--- src/rtl/core/tocv_pkg.sv ---
// Shared types and constants of the tag occurrence table with verdict.
// Used by the top level and the checker; depends on nothing.
package tocv_pkg;

  localparam int EXEC_W    = 8;
  localparam int PCT_W     = 7;
  localparam int CFG_IDX_W = 2;
  localparam int CFG_DATA_W = 8;

  // Register indexes of the configuration port.
  localparam logic [CFG_IDX_W-1:0] REG_EXEC_PER_RUN = 2'd0;
  localparam logic [CFG_IDX_W-1:0] REG_EXCL_PCT     = 2'd1;
  localparam logic [CFG_IDX_W-1:0] REG_SHARED_PCT   = 2'd2;

  localparam logic [EXEC_W-1:0] EXEC_RESET   = 8'd11;
  localparam logic [PCT_W-1:0]  EXCL_RESET   = 7'd75;
  localparam logic [PCT_W-1:0]  SHARED_RESET = 7'd80;

  // The exclusive limit is E*X/100. The product fits in 15 bits, and for such values
  // multiplying by 5243 and dropping 19 bits gives the exact quotient.
  localparam int PROD_W        = EXEC_W + PCT_W;
  localparam int LIMIT_RECIP_W = 13;
  localparam logic [LIMIT_RECIP_W-1:0] LIMIT_RECIP = 13'd5243;
  localparam int LIMIT_SHIFT   = 19;
  localparam int LIMIT_W       = 9;

  localparam logic [1:0] RUN_ONE = 2'd1;
  localparam logic [1:0] RUN_TWO = 2'd2;

  typedef enum logic [1:0] {
    OP_RECORD   = 2'd0,
    OP_EVALUATE = 2'd1,
    OP_CLEAR    = 2'd2,
    OP_NOP      = 2'd3
  } op_t;

  typedef enum logic [2:0] {
    ST_INSERTED = 3'd0,
    ST_COUNTED  = 3'd1,
    ST_DROPPED  = 3'd2,
    ST_IGNORED  = 3'd3,
    ST_CLEARED  = 3'd4,
    ST_VERDICT  = 3'd5
  } status_t;

  typedef enum logic [1:0] {
    VD_INCONCLUSIVE = 2'd0,
    VD_COUNTER      = 2'd1,
    VD_VALID        = 2'd2
  } verdict_t;

  typedef enum logic [2:0] {
    S_IDLE = 3'd0,
    S_SCAN = 3'd1,
    S_MUL  = 3'd2,
    S_VERD = 3'd3,
    S_EMIT = 3'd4
  } state_t;

endpackage

--- src/rtl/core/tocv_ram.sv ---
// Generic single-clock RAM with one write port and one registered read port.
// Self-contained; no package dependency.
module tocv_ram #(
  parameter int WIDTH = 8,
  parameter int DEPTH = 32
) (
  input  logic                     clk,
  input  logic                     wr_en,
  input  logic [$clog2(DEPTH)-1:0] wr_addr,
  input  logic [WIDTH-1:0]         wr_data,
  input  logic                     rd_en,
  input  logic [$clog2(DEPTH)-1:0] rd_addr,
  output logic [WIDTH-1:0]         rd_data
);

  logic [WIDTH-1:0] mem [DEPTH];

  always_ff @(posedge clk) begin
    if (wr_en) begin
      mem[wr_addr] <= wr_data;
    end
    if (rd_en) begin
      rd_data <= mem[rd_addr];
    end
  end

endmodule

--- src/rtl/core/tag_occurrence_table_with_verdict.sv ---
// Top level of the tag occurrence table with verdict.
// Depends on tocv_pkg and tocv_ram.
//
// Usage: items arrive on the in_valid/in_ready channel (operation, line_tag,
// line_valid, run_id) and each one yields exactly one result on the
// out_valid/out_ready channel (status, verdict, entries_used). Registers are
// written on the cfg_valid/cfg_ready channel, which is always ready; input
// is held off while a register write is offered and until a settle counter
// has run down, while the exclusive limit is recomputed.
// Occupied entries always sit at the low addresses of one RAM, so a lookup
// reads them one per cycle. A record item scans until a hit or the last
// occupied entry, an evaluate item scans every occupied entry and then
// passes through S_MUL and S_VERD, and a clear or ignored item goes
// straight to S_EMIT. The result is held in an output register, so the
// next item is taken while the receiver stalls; only a second finished
// result waits for the first to be taken.
// Reset empties the table at once (the fill count is cleared) and restores
// the register defaults 11, 75 and 80.
module tag_occurrence_table_with_verdict #(
  parameter int TABLE_ENTRIES = 32,
  parameter int TAG_WIDTH     = 40,
  parameter int COUNT_WIDTH   = 16
) (
  input  logic                                   clk,
  input  logic                                   rst,
  input  logic                                   in_valid,
  output logic                                   in_ready,
  input  logic [1:0]                             operation,
  input  logic [TAG_WIDTH-1:0]                   line_tag,
  input  logic                                   line_valid,
  input  logic [1:0]                             run_id,
  output logic                                   out_valid,
  input  logic                                   out_ready,
  output logic [2:0]                             status,
  output logic [1:0]                             verdict,
  output logic [$clog2(TABLE_ENTRIES+1)-1:0]     entries_used,
  input  logic                                   cfg_valid,
  output logic                                   cfg_ready,
  input  logic [tocv_pkg::CFG_IDX_W-1:0]         cfg_index,
  input  logic [tocv_pkg::CFG_DATA_W-1:0]        cfg_data
);

  localparam int IDX_W     = $clog2(TABLE_ENTRIES);
  localparam int CNT_W     = $clog2(TABLE_ENTRIES + 1);
  localparam int WORD_W    = TAG_WIDTH + COUNT_WIDTH + 2;
  localparam int SUM_W     = COUNT_WIDTH + CNT_W;
  localparam int TOT_W     = tocv_pkg::EXEC_W + 1 + CNT_W;
  localparam int LHS_W     = SUM_W + tocv_pkg::PCT_W;
  localparam int RHS_W     = TOT_W + tocv_pkg::PCT_W;
  localparam int CMP_W     = (LHS_W > RHS_W) ? LHS_W : RHS_W;
  localparam int LIM_CMP_W = (COUNT_WIDTH > tocv_pkg::LIMIT_W) ? COUNT_WIDTH
                                                                : tocv_pkg::LIMIT_W;
  localparam int SCALED_W  = tocv_pkg::PROD_W + tocv_pkg::LIMIT_RECIP_W;

  tocv_pkg::state_t   state, state_next;
  tocv_pkg::op_t      op_q;
  tocv_pkg::status_t  res_status;
  tocv_pkg::verdict_t res_verdict;

  logic [TAG_WIDTH-1:0] tag_q;
  logic [1:0]           run_q;
  logic [CNT_W-1:0]     used;
  logic [CNT_W-1:0]     rd_cnt;
  logic                 rd_vld;
  logic [IDX_W-1:0]     rd_idx;

  logic [tocv_pkg::EXEC_W-1:0] exec_per_run;
  logic [tocv_pkg::PCT_W-1:0]  excl_pct;
  logic [tocv_pkg::PCT_W-1:0]  shared_pct;
  logic [1:0]                  settle;

  logic [tocv_pkg::PROD_W-1:0]  prod_q;
  logic [SCALED_W-1:0]          scaled;
  logic [tocv_pkg::LIMIT_W-1:0] limit_q;

  logic             any_counter;
  logic             any_weak;
  logic [SUM_W-1:0] shared_sum;
  logic [TOT_W-1:0] total_sum;
  logic [LHS_W-1:0] lhs_q;
  logic [RHS_W-1:0] rhs_q;

  logic in_fire, cfg_fire, out_free;
  logic rd_issue, hit, scan_end, wr_en, has_room;
  logic run_one, run_two;
  logic [IDX_W-1:0]  wr_addr;
  logic [WORD_W-1:0] wr_data;
  logic [WORD_W-1:0] rd_data;

  logic [TAG_WIDTH-1:0]   rd_tag;
  logic [COUNT_WIDTH-1:0] rd_count;
  logic [COUNT_WIDTH-1:0] count_inc;
  logic                   rd_one, rd_two;

  tocv_ram #(
    .WIDTH(WORD_W),
    .DEPTH(TABLE_ENTRIES)
  ) u_table (
    .clk    (clk),
    .wr_en  (wr_en),
    .wr_addr(wr_addr),
    .wr_data(wr_data),
    .rd_en  (rd_issue),
    .rd_addr(rd_cnt[IDX_W-1:0]),
    .rd_data(rd_data)
  );

  // Entry word layout: tag, count, run-two flag, run-one flag.
  assign rd_tag   = rd_data[WORD_W-1 -: TAG_WIDTH];
  assign rd_count = rd_data[2 +: COUNT_WIDTH];
  assign rd_two   = rd_data[1];
  assign rd_one   = rd_data[0];

  assign run_one   = (run_q == tocv_pkg::RUN_ONE);
  assign run_two   = (run_q == tocv_pkg::RUN_TWO);
  assign count_inc = (&rd_count) ? rd_count : rd_count + COUNT_WIDTH'(1);
  assign has_room  = (used < CNT_W'(TABLE_ENTRIES));
  assign scaled    = SCALED_W'(prod_q) * SCALED_W'(tocv_pkg::LIMIT_RECIP);

  assign cfg_ready = 1'b1;
  assign cfg_fire  = cfg_valid & cfg_ready;
  assign in_fire   = in_valid & in_ready;
  assign out_free  = ~out_valid | out_ready;

  // Next-state logic.
  always_comb begin
    state_next = state;
    unique case (state)
      tocv_pkg::S_IDLE: begin
        if (in_fire) begin
          if ((tocv_pkg::op_t'(operation) == tocv_pkg::OP_RECORD && line_valid) ||
              tocv_pkg::op_t'(operation) == tocv_pkg::OP_EVALUATE) begin
            state_next = tocv_pkg::S_SCAN;
          end else begin
            state_next = tocv_pkg::S_EMIT;
          end
        end
      end
      tocv_pkg::S_SCAN: begin
        if (op_q == tocv_pkg::OP_RECORD) begin
          if (hit || scan_end) begin
            state_next = tocv_pkg::S_EMIT;
          end
        end else if (scan_end) begin
          state_next = tocv_pkg::S_MUL;
        end
      end
      tocv_pkg::S_MUL:  state_next = tocv_pkg::S_VERD;
      tocv_pkg::S_VERD: state_next = tocv_pkg::S_EMIT;
      tocv_pkg::S_EMIT: begin
        if (out_free) begin
          state_next = tocv_pkg::S_IDLE;
        end
      end
      default: state_next = tocv_pkg::S_IDLE;
    endcase
  end

  // Control outputs of the state machine.
  always_comb begin
    in_ready = 1'b0;
    hit      = 1'b0;
    scan_end = 1'b0;
    rd_issue = 1'b0;
    wr_en    = 1'b0;
    wr_addr  = used[IDX_W-1:0];
    wr_data  = {tag_q, COUNT_WIDTH'(1), run_two, run_one};
    unique case (state)
      tocv_pkg::S_IDLE: begin
        // Hold input off while a register write is taking effect.
        in_ready = (settle == 2'd0) && !cfg_valid;
      end
      tocv_pkg::S_SCAN: begin
        hit      = rd_vld && (op_q == tocv_pkg::OP_RECORD) && (rd_tag == tag_q);
        scan_end = !rd_vld && (rd_cnt >= used);
        rd_issue = (rd_cnt < used) && !hit;
        if (op_q == tocv_pkg::OP_RECORD) begin
          if (hit) begin
            wr_en   = 1'b1;
            wr_addr = rd_idx;
            wr_data = {rd_tag, count_inc, rd_two | run_two, rd_one | run_one};
          end else if (scan_end && has_room) begin
            wr_en = 1'b1;
          end
        end
      end
      default: begin
      end
    endcase
  end

  always_ff @(posedge clk) begin
    if (rst) begin
      state        <= tocv_pkg::S_IDLE;
      used         <= '0;
      rd_cnt       <= '0;
      rd_vld       <= 1'b0;
      out_valid    <= 1'b0;
      settle       <= 2'd0;
      exec_per_run <= tocv_pkg::EXEC_RESET;
      excl_pct     <= tocv_pkg::EXCL_RESET;
      shared_pct   <= tocv_pkg::SHARED_RESET;
    end else begin
      state  <= state_next;
      rd_vld <= rd_issue;

      if (cfg_fire) begin
        settle <= 2'd2;
        unique case (cfg_index)
          tocv_pkg::REG_EXEC_PER_RUN: exec_per_run <= cfg_data;
          tocv_pkg::REG_EXCL_PCT:     excl_pct <= cfg_data[tocv_pkg::PCT_W-1:0];
          tocv_pkg::REG_SHARED_PCT:   shared_pct <= cfg_data[tocv_pkg::PCT_W-1:0];
          default: begin
          end
        endcase
      end else if (settle != 2'd0) begin
        settle <= settle - 2'd1;
      end

      if (in_fire) begin
        rd_cnt <= '0;
        if (tocv_pkg::op_t'(operation) == tocv_pkg::OP_CLEAR) begin
          used <= '0;
        end
      end else if (rd_issue) begin
        rd_cnt <= rd_cnt + CNT_W'(1);
      end

      if (wr_en && !hit) begin
        used <= used + CNT_W'(1);
      end

      if (state == tocv_pkg::S_EMIT && out_free) begin
        out_valid <= 1'b1;
      end else if (out_valid && out_ready) begin
        out_valid <= 1'b0;
      end
    end
  end

  // Datapath registers without reset.
  always_ff @(posedge clk) begin
    rd_idx  <= rd_cnt[IDX_W-1:0];
    prod_q  <= tocv_pkg::PROD_W'(exec_per_run) * tocv_pkg::PROD_W'(excl_pct);
    limit_q <= scaled[tocv_pkg::LIMIT_SHIFT +: tocv_pkg::LIMIT_W];

    if (in_fire) begin
      op_q        <= tocv_pkg::op_t'(operation);
      tag_q       <= line_tag;
      run_q       <= run_id;
      any_counter <= 1'b0;
      any_weak    <= 1'b0;
      shared_sum  <= '0;
      total_sum   <= '0;
      res_verdict <= tocv_pkg::VD_INCONCLUSIVE;
      if (tocv_pkg::op_t'(operation) == tocv_pkg::OP_CLEAR) begin
        res_status <= tocv_pkg::ST_CLEARED;
      end else begin
        res_status <= tocv_pkg::ST_IGNORED;
      end
    end

    if (state == tocv_pkg::S_SCAN) begin
      if (op_q == tocv_pkg::OP_RECORD) begin
        if (hit) begin
          res_status <= tocv_pkg::ST_COUNTED;
        end else if (scan_end) begin
          res_status <= has_room ? tocv_pkg::ST_INSERTED : tocv_pkg::ST_DROPPED;
        end
      end else if (rd_vld) begin
        // An entry seen in exactly one run is exclusive.
        if (rd_one ^ rd_two) begin
          if (LIM_CMP_W'(rd_count) > LIM_CMP_W'(limit_q)) begin
            any_counter <= 1'b1;
          end else begin
            any_weak <= 1'b1;
          end
        end else begin
          total_sum <= total_sum + TOT_W'({exec_per_run, 1'b0});
          if (rd_one && rd_two) begin
            shared_sum <= shared_sum + SUM_W'(rd_count);
          end
        end
      end
    end

    if (state == tocv_pkg::S_MUL) begin
      // The share test shared*100/total >= S is done as shared*100 >= S*total.
      lhs_q <= (LHS_W'(shared_sum) << 6) + (LHS_W'(shared_sum) << 5) +
               (LHS_W'(shared_sum) << 2);
      rhs_q <= RHS_W'(shared_pct) * RHS_W'(total_sum);
    end

    if (state == tocv_pkg::S_VERD) begin
      res_status <= tocv_pkg::ST_VERDICT;
      if (any_counter) begin
        res_verdict <= tocv_pkg::VD_COUNTER;
      end else if (used == '0 || any_weak || total_sum == '0) begin
        res_verdict <= tocv_pkg::VD_INCONCLUSIVE;
      end else if (CMP_W'(lhs_q) >= CMP_W'(rhs_q)) begin
        res_verdict <= tocv_pkg::VD_VALID;
      end else begin
        res_verdict <= tocv_pkg::VD_INCONCLUSIVE;
      end
    end

    if (state == tocv_pkg::S_EMIT && out_free) begin
      status       <= res_status;
      verdict      <= res_verdict;
      entries_used <= used;
    end
  end

endmodule

--- config.mk ---
export PLATFORM = sky130hd
export DESIGN_NAME = tag_occurrence_table_with_verdict
export DESIGN_NICKNAME = d
export VERILOG_FILES = /design/src/rtl/core/tocv_pkg.sv /design/src/rtl/core/tocv_ram.sv /design/src/rtl/core/tag_occurrence_table_with_verdict.sv
export SDC_FILE = /design/constraint.sdc
export NUM_CORES = 2
export LEC_CHECK = 0
export BUFFER_PORTS_ARGS = -buffer_cell sky130_fd_sc_hd__buf_4
export CORE_ASPECT_RATIO = 1.1
export CORE_UTILIZATION = 35
export DETAILED_ROUTE_END_ITERATION = 16
export GPL_ROUTABILITY_DRIVEN = 0
export PLACE_DENSITY = 0.57
export SYNTH_ARGS = -nofsm -noshare
export SYNTH_HDL_FRONTEND = slang
export SYNTH_SLANG_ARGS = --single-unit
export TNS_END_PERCENT = 30
--- constraint.sdc ---
create_clock -name clk -period 6.47 [get_ports clk]
set_clock_uncertainty 0.2 [all_clocks]
set_input_delay 1.294 -clock clk [delete_from_list [all_inputs] [get_ports clk]]
set_output_delay 1.294 -clock clk [all_outputs]
set_load 0.01 [all_outputs]
==> flow_summary.html <==
<table>
<tr><th>Metric</th><th>Value</th></tr>
<tr><th colspan="2">Status</th></tr>
<tr><td>Outcome</td><td>finished clean</td></tr>
<tr><th colspan="2">Floorplanning</th></tr>
<tr><td>Top Ports</td><td>74</td></tr>
<tr><td>Number of cell rows</td><td>197</td></tr>
<tr><td>Area inside the core boundary</td><td>0.2615 mm^2</td></tr>
<tr><td>Width of the die</td><td>a little under 500 um</td></tr>
<tr><td>Die footprint</td><td>roughly 0.26 mm^2</td></tr>
<tr><td>Chip Height</td><td>539.6 um</td></tr>
<tr><td>Starting density of the core</td><td>35.16%</td></tr>
<tr><th colspan="2">GRT</th></tr>
<tr><td>Number of antenna violations at the first check in global routing</td><td>10</td></tr>
<tr><td>Global-route wire length before repair</td><td>326200 um</td></tr>
<tr><td>Largest net degree at the start of global routing</td><td>128</td></tr>
<tr><td>Global-route total usage across every layer</td><td>16.76%</td></tr>
<tr><td>Final global-route overflow total</td><td>0</td></tr>
<tr><td>Number of global-route vias before repair</td><td>approximately 47000</td></tr>
<tr><th colspan="2">Synthesis</th></tr>
<tr><td>Number of distinct library cells after synthesis</td><td>79</td></tr>
<tr><td>Syn avg cell area</td><td>about 19 um^2</td></tr>
<tr><td>Leading register cell type out of synthesis</td><td>edfxtp_1</td></tr>
<tr><td>Share of flip-flops with an asynchronous set or reset</td><td>0%</td></tr>
<tr><td>Cell area after technology mapping</td><td>0.09196 mm^2</td></tr>
<tr><td>Warning count from the yosys run</td><td>0</td></tr>
<tr><td>Post-Syn Instances</td><td>4782</td></tr>
<tr><td>Synth area leader</td><td>edfxtp_1</td></tr>
<tr><td>Top cells by area, synth</td><td>edfxtp_1 (66%), mux4_2 (14%), fa_1 (4.0%)</td></tr>
<tr><td>Synth Net Count</td><td>5290</td></tr>
<tr><td>Number of enable-type register cells in the synthesized netlist</td><td>2021</td></tr>
<tr><td>Sequential cell area fraction in the yosys report</td><td>a little under 70%</td></tr>
<tr><td>Seq cells post-synth</td><td>2132</td></tr>
<tr><td>Share of the synthesized area in the top cell type</td><td>65.99%</td></tr>
<tr><th colspan="2">STA</th></tr>
<tr><td>Final period demand of the worst path</td><td>around 5.8 ns</td></tr>
<tr><td>Final slew viol count</td><td>0</td></tr>
<tr><td>Transition time of the tightest slew-check pin</td><td>1.373 ns</td></tr>
<tr><td>Total Negative Setup Slacks</td><td>0 ns</td></tr>
<tr><td>Unrepaired setup endpoints after global routing</td><td>false</td></tr>
<tr><td>Final Hold Violating Endpoints</td><td>0</td></tr>
<tr><td>Post-route setup slack</td><td>0.7025 ns</td></tr>
<tr><td>Endpoints failing setup</td><td>0</td></tr>
<tr><td>Fmax achieved</td><td>approximately 170 MHz</td></tr>
<tr><td>Crit share post-route</td><td>89.14%</td></tr>
<tr><td>Headroom to the max-slew limit</td><td>under 10%</td></tr>
<tr><th colspan="2">Placed design</th></tr>
<tr><td>Total half-perimeter wirelength after legalization and detailed placement</td><td>118500 um</td></tr>
<tr><td>Worst slack at placement</td><td>0.7624 ns</td></tr>
<tr><td>Port Buffers</td><td>72</td></tr>
<tr><th colspan="2">Critical path</th></tr>
<tr><td>Cell depth of the worst setup path</td><td>10</td></tr>
<tr><td>Class of the most critical setup path</td><td>flop to flop</td></tr>
<tr><td>Depth of the worst register-to-register path</td><td>10</td></tr>
<tr><td>R2r endpoint</td><td>u_table.mem[3][19]</td></tr>
<tr><td>Startpoint type of the worst setup path</td><td>flop</td></tr>
<tr><td>Cell family with the largest share of critical-path delay</td><td>simple AND/OR/NAND/NOR gates</td></tr>
<tr><td>Buffer and inverter count on the worst path</td><td>2</td></tr>
<tr><td>Data arrival, critical path</td><td>6.04 ns</td></tr>
<tr><td>Critical Path End Type</td><td>flop</td></tr>
<tr><td>Flop2flop setup slack</td><td>between 0.7 and 0.8 ns</td></tr>
<tr><td>Worst path slowest cell</td><td>edfxtp_1</td></tr>
<tr><td>Launch point of the worst reg-to-reg path</td><td>tag_q[1]</td></tr>
<tr><td>CP endpoint</td><td>u_table.mem[3][19]</td></tr>
<tr><td>Sequence of cells on the critical path</td><td>xnor2_1 &gt; nand4_1 &gt; nor3_1 &gt; nand4_1 &gt; or2_1 &gt; nor2_1 &gt; a32oi_1 &gt; buf_4 &gt; nor2_4 &gt; buf_12</td></tr>
<tr><td>Data required time of the critical path</td><td>6.75 ns</td></tr>
<tr><td>Critical Path Max Stage Delay</td><td>1.03 ns</td></tr>
<tr><td>Critical Path Most Common Cell</td><td>nand4_1</td></tr>
<tr><td>Timing startpoint of the critical path</td><td>tag_q[1]</td></tr>
<tr><td>Maximum fanout along the worst path</td><td>44</td></tr>
<tr><th colspan="2">Clocking</th></tr>
<tr><td>Worst-Skew Late Latency</td><td>0.87 ns</td></tr>
<tr><td>Clock slew at the register clock pins of the worst setup and hold paths</td><td>0.06 ns</td></tr>
<tr><td>Clock H-tree levels</td><td>4</td></tr>
<tr><td>Number of sinks handled by clock tree synthesis</td><td>2132</td></tr>
<tr><td># Post-CTS Setup Buffers</td><td>0</td></tr>
<tr><td>Clock tree from TritonCTS</td><td>done</td></tr>
<tr><td>Root buf cell</td><td>clkbuf_16</td></tr>
<tr><td># hold bufs at CTS</td><td>0</td></tr>
<tr><td>Post-CTS Resized</td><td>0</td></tr>
<tr><td>Max clock buf depth</td><td>3</td></tr>
<tr><td>CTS buffer count</td><td>210</td></tr>
<tr><th colspan="2">Cells and area</th></tr>
<tr><td>Growth of design area from synthesis to finish</td><td>14.17%</td></tr>
<tr><td>Share of cells above drive strength 1</td><td>23.60%</td></tr>
<tr><td>Layout Nets</td><td>5482</td></tr>
<tr><th colspan="2">Power</th></tr>
<tr><td>Leakage power</td><td>0.03465 uW</td></tr>
<tr><td>Largest vdd supply drop</td><td>0.7745 mV</td></tr>
<tr><td>Total power density per cell area</td><td>336.3 mW/mm^2</td></tr>
<tr><th colspan="2">Detailed routing</th></tr>
<tr><td>DRC violation total after the first TritonRoute iteration</td><td>4286</td></tr>
<tr><td>TritonRoute pass-1 iters</td><td>5</td></tr>
<tr><td>Routed wire length</td><td>~220000 um</td></tr>
<tr><td>Detailed-route vias per instance</td><td>5.220</td></tr>
<tr><td>Routed vias</td><td>between 40000 and 50000</td></tr>
<tr><td>Detailed-route DRC error count</td><td>0</td></tr>
<tr><td>Detail-routed net length per standard cell</td><td>25.73 um</td></tr>
<tr><td>Number of nets with antenna violations after detailed routing</td><td>0</td></tr>
<tr><th colspan="2">Hold path</th></tr>
<tr><td>Hold/Removal Path Class</td><td>flop to flop</td></tr>
<tr><th colspan="2">Run</th></tr>
<tr><td>Max-cap viol count</td><td>0</td></tr>
</table>
[registers in the layout, summed over array words and instances, names as in the netlist, 3 cells and up]
name,count
rhs_q,22
limit_q,9
status,3
excl_pct,7
rd_cnt,6
total_sum,15
state,3
exec_per_run,8
prod_q,15
tag_q,40
entries_used,6
shared_sum,22
u_table.rd_data,58
rd_idx,5
u_table.mem,1856
shared_pct,7
res_status,3
used,6
lhs_q,27
[cells in the final DEF (no fill, tap or decap), types with 106 or more instances in the layout]
| cell type | n |
|---|---|
| fa_1 | 183 |
| mux4_2 | 580 |
| nand2_1 | 147 |
| and2_1 | 115 |
| ha_1 | 265 |
| clkbuf_16 | 211 |
| inv_1 | 290 |
| edfxtp_1 | 2021 |
| buf_4 | 167 |
| dfxtp_1 | 106 |
[final cells by class]
type	count	area, um^2
repair buffers	208	2074
flip-flops and latches	2132	62930
fillers	23213	156500
clock inverters	133	1687
inverters	292	1101
diodes	3	7.507
well taps	3482	4357
clock buffers	261	5518
multi-input cells	2130	27320
[worst register-to-register path: cells and delay by family, from the launching register on]
| family | cells | cell delay, ns |
|---|---|---|
| buffers and inverters | 2 | 0.77 |
| and+or+nand+nor | 6 | 2.92 |
| AOI/OAI and AO/OA | 1 | 0.22 |
| xor gates and xnor gates | 1 | 0.22 |
| DFF | 1 | 1.03 |
[layer usage]
layer | vias to the layer above | track usage [%] | part of all wire [%]
li1 | 19328 | - | -
met1 | 24267 | 23.73 | 44
met2 | 1254 | 27.55 | 49
met3 | 252 | 2.355 | 5.4
met4 | 2 | 3.355 | 1.6
met5 | - | 0 | 0.0040
[through the flow]
stage	cells	hold slack, ns	util (%)	power [uW]	cell area, um^2
finish	8641	0.2341	40.15	35310	105000
global route	8639	0.2396	40.14	37360	105000
CTS	8638	0.2337	40.14	35750	105000
detailed placement	8244	0.2203	37.39	23040	97780
global placement	8244	0.2125	37.39	23090	97780
floorplan	4782	0.1497	-	21140	91960
[Yosys cell counts (all sizes together) (15+ instances only)]
cell type	number
a21o	20
mux4	580
nand4	27
o21ai	59
a211oi	19
edfxtp	2021
nor2	138
and3	21
fa	183
nand3	44
inv	292
mux2i	28
mux2	59
nor2b	18
a21oi	79
dfxtp	111
xor2	35
xnor2	82
nand2	147
ha	265
clkbuf	166
a211o	15
and2	117
nor3	37
o21bai	15
buf	62
[kinds of logic after synthesis]
kind of cell               count (synthesis)  synth area share [%]
AOI/OAI and AO/OA                        294                 2.158
xor gates and xnor gates                 117                 1.114
adders and majority gates                448                 7.589
buffers and inverters                    520                 2.203
DFF                                     2132                 68.41
muxes                                    667                 15.23
other                                      1              0.004078
and+or+nand+nor                          603                 3.293
[power breakdown]
part	leakage, uW	switching (uW)	total (uW)	internal, uW
clock network	0.00347	5340	12600	7290
logic	0.0119	4050	7240	3190
registers	0.0193	184	15400	15300
[worst min-delay path by stage]
stage                   start         end  depth (start not counted)
2_1_floorplan       rd_cnt[4]   rd_idx[4]                          0
3_3_place_gp   res_verdict[1]  verdict[1]                          0
3_5_place_dp   res_verdict[1]  verdict[1]                          0
4_1_cts        res_verdict[1]  verdict[1]                          0
5_1_grt        res_verdict[0]  verdict[0]                          0
6_report       res_verdict[0]  verdict[0]                          0
No activity file was read; power rests on OpenSTA's default activity.
